--- src/rtl/sat_pkg.sv ---
// shared types and codes for the sorted array table
package sat_pkg;

    localparam logic [2:0] K_INSERT   = 3'd0;
    localparam logic [2:0] K_DELETE   = 3'd1;
    localparam logic [2:0] K_RETRIEVE = 3'd2;
    localparam logic [2:0] K_CLEAR    = 3'd3;
    localparam logic [2:0] K_REWIND   = 3'd4;
    localparam logic [2:0] K_NEXT     = 3'd5;

    localparam logic [1:0] ST_OK       = 2'd0;
    localparam logic [1:0] ST_FULL     = 2'd1;
    localparam logic [1:0] ST_ABSENT   = 2'd2;
    localparam logic [1:0] ST_PAST_END = 2'd3;

    typedef struct packed {
        logic [2:0]         kind;
        logic signed [31:0] item_value;
    } sat_req_t;

    typedef struct packed {
        logic               found;
        logic signed [31:0] out_value;
        logic [5:0]         entry_count;
        logic               is_full;
        logic [1:0]         status;
    } sat_rsp_t;

    typedef struct packed {
        logic       vld;
        logic [2:0] kind;
        logic       wr;
        logic       hit;
    } sat_tok_t;

endpackage

--- src/rtl/sat_cell.sv ---
// one storage cell of the table with its stage of the request token
module sat_cell
    import sat_pkg::*;
#(
    parameter int DATA_WIDTH = 32,
    parameter int CNT_W      = 6,
    parameter int INDEX      = 0
)
(
    input  logic                         clk,
    input  logic                         rst_n,
    input  sat_tok_t                     tok_in,
    input  logic signed [DATA_WIDTH-1:0] val_in,
    input  logic signed [DATA_WIDTH-1:0] dat_in,
    input  logic [CNT_W-1:0]             count,
    input  logic [CNT_W-1:0]             cursor,
    input  logic signed [DATA_WIDTH-1:0] nbr,
    output sat_tok_t                     tok_out,
    output logic signed [DATA_WIDTH-1:0] val_out,
    output logic signed [DATA_WIDTH-1:0] dat_out,
    output logic signed [DATA_WIDTH-1:0] entry
);

    localparam logic [CNT_W-1:0] POS = CNT_W'(INDEX);

    logic signed [DATA_WIDTH-1:0] entry_reg, entry_next;
    logic signed [DATA_WIDTH-1:0] val_reg, dat_reg, dat_next;
    sat_tok_t                     tok_reg, tok_next;
    logic                         occ, tail, less, same;

    always_comb
    begin
        occ        = POS < count;
        tail       = POS == count;
        less       = entry_reg < val_in;
        same       = entry_reg == val_in;
        entry_next = entry_reg;
        tok_next   = tok_in;
        dat_next   = dat_in;
        if (tok_in.vld)
        begin
            unique case (tok_in.kind)
                K_INSERT:
                begin
                    // first slot not below the value takes it, later slots take the carry
                    if (tok_in.wr && (occ || tail) && (tok_in.hit || !occ || !less))
                    begin
                        entry_next   = tok_in.hit ? dat_in : val_in;
                        dat_next     = entry_reg;
                        tok_next.hit = 1'b1;
                    end
                end
                K_DELETE:
                begin
                    if (occ && (tok_in.hit || same))
                    begin
                        entry_next   = nbr;
                        tok_next.hit = 1'b1;
                    end
                end
                K_RETRIEVE:
                begin
                    if (occ && same)
                    begin
                        tok_next.hit = 1'b1;
                    end
                end
                K_NEXT:
                begin
                    if (occ && POS == cursor)
                    begin
                        dat_next     = entry_reg;
                        tok_next.hit = 1'b1;
                    end
                end
                default:
                begin
                end
            endcase
        end
    end

    always_ff @(posedge clk or negedge rst_n)
    begin
        if (!rst_n)
        begin
            tok_reg <= '0;
        end
        else
        begin
            tok_reg <= tok_next;
        end
    end

    always_ff @(posedge clk)
    begin
        entry_reg <= entry_next;
        val_reg   <= val_in;
        dat_reg   <= dat_next;
    end

    assign tok_out = tok_reg;
    assign val_out = val_reg;
    assign dat_out = dat_reg;
    assign entry   = entry_reg;

endmodule

--- config.mk ---
export PLATFORM = sky130hd
export DESIGN_NAME = sat_cell
export DESIGN_NICKNAME = d
export VERILOG_FILES = /design/src/rtl/sat_pkg.sv /design/src/rtl/sat_cell.sv
export SDC_FILE = /design/constraint.sdc
export NUM_CORES = 1
export LEC_CHECK = 0
export BUFFER_PORTS_ARGS = -buffer_cell sky130_fd_sc_hd__clkbuf_2
export CORE_ASPECT_RATIO = 1.25
export CORE_MARGIN = 10
export CORE_UTILIZATION = 25
export CTS_BUF_LIST = sky130_fd_sc_hd__clkbuf_2
export CTS_CLUSTER_DIAMETER = 80
export DETAILED_ROUTE_END_ITERATION = 6
export GPL_ROUTABILITY_DRIVEN = 1
export PLACE_DENSITY_LB_ADDON = 0.25
export SLEW_MARGIN = 15
export SYNTH_ARGS = -nofsm -noshare
export SYNTH_HDL_FRONTEND = slang
export SYNTH_SLANG_ARGS = --single-unit
--- constraint.sdc ---
create_clock -name clk -period 3.3 [get_ports clk]
set_input_delay 0 -clock clk [delete_from_list [all_inputs] [get_ports clk]]
set_output_delay 0 -clock clk [all_outputs]
set_load 0.03 [all_outputs]
==> run_results.csv <==
group,metric,value,unit
placed_design,routabilityCongestion,0.7454,
setup_path,end_kind,"flip-flop",
synth,yosys.area.top_type,"dfxtp_1",
setup_path,critPathArrivalTime,3.29,ns
setup_path,slowest_stage,"or4_4",
timing,fin_crit_sh,91.54,%
final_layout,layout_commonest_cell,"clkbuf_2",
power,intPower,1.821,mW
timing,hold_ws,0.1134,ns
min_path,hp-class,"in -> reg",
global_routing,grt_pass1_vias,4602,
timing,slew_violations,0,
final_layout,drive_gt1_share,37.28,%
setup_path,path_max_fanout,32,
power,seqPwrFrac,53.7,%
floorplan,die_width,141.0,µm
global_routing,antenna_found_initial,2,
synth,seq_area_frac_synth,52.27,%
synth,synthTopCellsByArea,"dfxtp_1, edfxtp_1, mux2_4",
final_layout,nets,894,
timing,finalSetupTns,0,ns
placed_design,dpl.hpwl,11890,µm
synth,synth_top_area_share,27.99,%
setup_path,worstPathCellList,"ha_1 -> nand4_2 -> or4_4 -> nand2b_1 -> a21oi_1 -> nand2_1 -> o21ai_0 -> and3_4",
clock_tree,htreeDepth,3,
power,p_leak,3.519,nW
floorplan,dieArea,24150,µm²
min_path,hold_depth,6,
global_routing,track_usage,12.73,%
drt,wl,15920,µm
timing,period_minus_slack,3.021,ns
floorplan,io_pins,218,
setup_path,crit_start,"entry[31]",
drt,postRouteAntennaNets,0,
synth,netlist_instances,388,
drt,routedWlPerCell,16.23,µm
power,power_density,346.4,nW/µm²
drt,drt_pass1_iterations,4,
final_layout,area_growth_syn_to_layout,62.06,%
power,vdd_ir_drop_max,0.0001841,V
setup_path,critPathKind,"reg -> reg",
timing,final_hold_viol_count,0,
power,power_frac_comb,23.0,%
setup_path,crit_path_start_kind,"flip-flop",
power,pwr-share-clk,23.3,%
final_layout,layout.cells.non_filler,981,
floorplan,initial_core_util,25.39,%
setup_path,cp.depth,8,
floorplan,core-area,18030,µm²
timing,setup-violations-final,0,
final_layout,layout_common_cells,"clkbuf_2, dlygate4sd3_1, dfxtp_1",
drt,drcViolationCount,0,
power,switching_share,29.12,%
synth,ys_ff_latch,102,
setup_path,path_buf_inv,0,
final_layout,fin_util,41.14,%
setup_path,r2r_cells,8,
synth,netlist_area,4577,µm²
global_routing,grt.overflow.total,0,
drt,num_vias,4147,
synth,synth_cell_types,38,
power,switching_power,0.7481,mW
timing,slew_headroom,30.63,%
timing,clock.fmax,331.0,MHz
setup_path,crit_required,3.57,ns
clock_tree,clock-sinks,102,
final_layout,postLayoutCellArea,7417,µm²
placed_design,placedCellCount,825,
run_status,status,"completed",
drt,via_per_inst,4.227,
floorplan,die_h,171.3,µm
clock_tree,worstSkewPairLatency,0.61,ns
min_path,min_from,"count[4]",
timing,rsz0062_at_grt,"no",
placed_design,io_buffers,217,
drt,first_iter_violations,119,
clock_tree,clock_path_buffers,2,
clock_tree,root_buffer,"clkbuf_2",
timing,worstMarginPinSlew,1.040,ns
global_routing,grt_pass1_wl,24470,µm
setup_path,crit_family,"simple AND/OR/NAND/NOR gates",
run,drv_cap,0,
setup_path,max_stage_delay,0.59,ns
synth,ys.warnings.count,0,
synth,avgSynthCellArea,11.80,µm²
synth,synth_nets,536,
placed_design,placed_cell_area,5919,µm²
setup_path,r2r_start,"entry[31]",
timing,fin_skew,0.04123,ns
clock_tree,cts_buffers,9,
global_routing,grt_max_degree,62,
clock_tree,clk_pin_slew_worst_paths,0.29,ns
clock_tree,cts_tree,"done",
floorplan,row_count,55,
[layout make-up]
class                   instances  area [µm²]
fillers                      1761       10610
diodes                          2       5.005
multi-input cells             238        1962
flip-flops and latches        102        2392
repair buffers                361        2537
inverters                      34       127.6
clock inverters                 5       52.55
well taps                     228       285.3
clock buffers                  11       55.05
[power groups by stage]
stage	logic, mW	clock network, mW	registers (mW)
floorplan	0.156	0	1.52
global placement	0.465	0	1.40
detailed placement	0.467	0	1.40
CTS	0.598	0.641	1.38
global route	0.645	0.675	1.39
finish	0.592	0.598	1.38
[through the flow]
stage / total power [mW] / setup WS (ns)
5_1_grt: 2.707 / 0.06798
4_1_cts: 2.619 / 0.2298
6_report: 2.569 / 0.2792
3_5_place_dp: 1.872 / 0.04993
3_3_place_gp: 1.867 / 0.08909
2_1_floorplan: 1.673 / 0.3302
[worst reg2reg max path, cell delays in order (launching register included)]
cell,delay [ns]
edfxtp_1,0.49
ha_1,0.38
nand4_2,0.18
or4_4,0.59
nand2b_1,0.19
a21oi_1,0.16
nand2_1,0.06
o21ai_0,0.08
and3_4,0.54
[path summary, 6_finish.rpt]
path | end | slack [ns]
max in group asynchronous | tok_out[4] | 2.77
max reg2reg | entry[22] | 0.28
max | entry[22] | 0.28
min in group asynchronous | tok_out[2] | 0.28
min | tok_out[0] | 0.11
min reg2reg | dat_out[15] | 0.57
[what timing repair did]
item | 4_1_cts | 5_1_grt
hold endpoints to repair | 140 | 0
setup buffers | 0 | 0
gates resized for setup | 1 | 0
hold buffers | 138 | 0
endpoints found under the setup margin | 14 | 0
[layer usage]
| metal | up-vias | track usage (%) | routed length, µm |
|---|---|---|---|
| met5 | - | 0 | 0 |
| met4 | 0 | 3.642 | 191 |
| met3 | 15 | 5.352 | 1389 |
| met2 | 138 | 23.04 | 8229 |
| met1 | 1906 | 13.09 | 6109 |
| li1 | 2088 | - | - |
[cell usage after synthesis]
library cell / n
dfxtp_1: 64
nand2_1: 45
o21ai_0: 38
inv_1: 34
edfxtp_1: 32
ha_1: 32
mux2i_1: 32
mux2_4: 30
a21oi_1: 14
clkbuf_1: 9
nand4_1: 7
dfrtp_1: 6
nor2_1: 6
buf_12: 3
nand3_1: 3
nor2b_1: 3
a211oi_1: 2
a221oi_1: 2
buf_1: 2
mux2_2: 2
nor3_1: 2
nor4b_1: 2
o211ai_1: 2
or4_4: 2
a2111o_1: 1
a31o_2: 1
and2_1: 1
and3_1: 1
nand2b_1: 1
nand4_2: 1
nor3_2: 1
nor3_4: 1
nor4_1: 1
o21ai_4: 1
o21bai_1: 1
o31a_1: 1
o31ai_2: 1
or2_2: 1
[cells by family (layout without fill, tap and decap cells)]
group | count (synthesis) | in the layout | share of synthesized area [%]
flip-flops | 102 | 102 | 52.27
AND/OR/NAND/NOR | 78 | 78 | 8.502
AO/OA/AOI/OAI | 64 | 64 | 8.147
multiplexers | 64 | 64 | 17.33
buffers and inverters | 48 | 411 | 5.003
adder cells (fa/ha/maj) | 32 | 32 | 8.748
other | 0 | 2 | 0
Note: power is estimated with default switching activity, not from simulation.
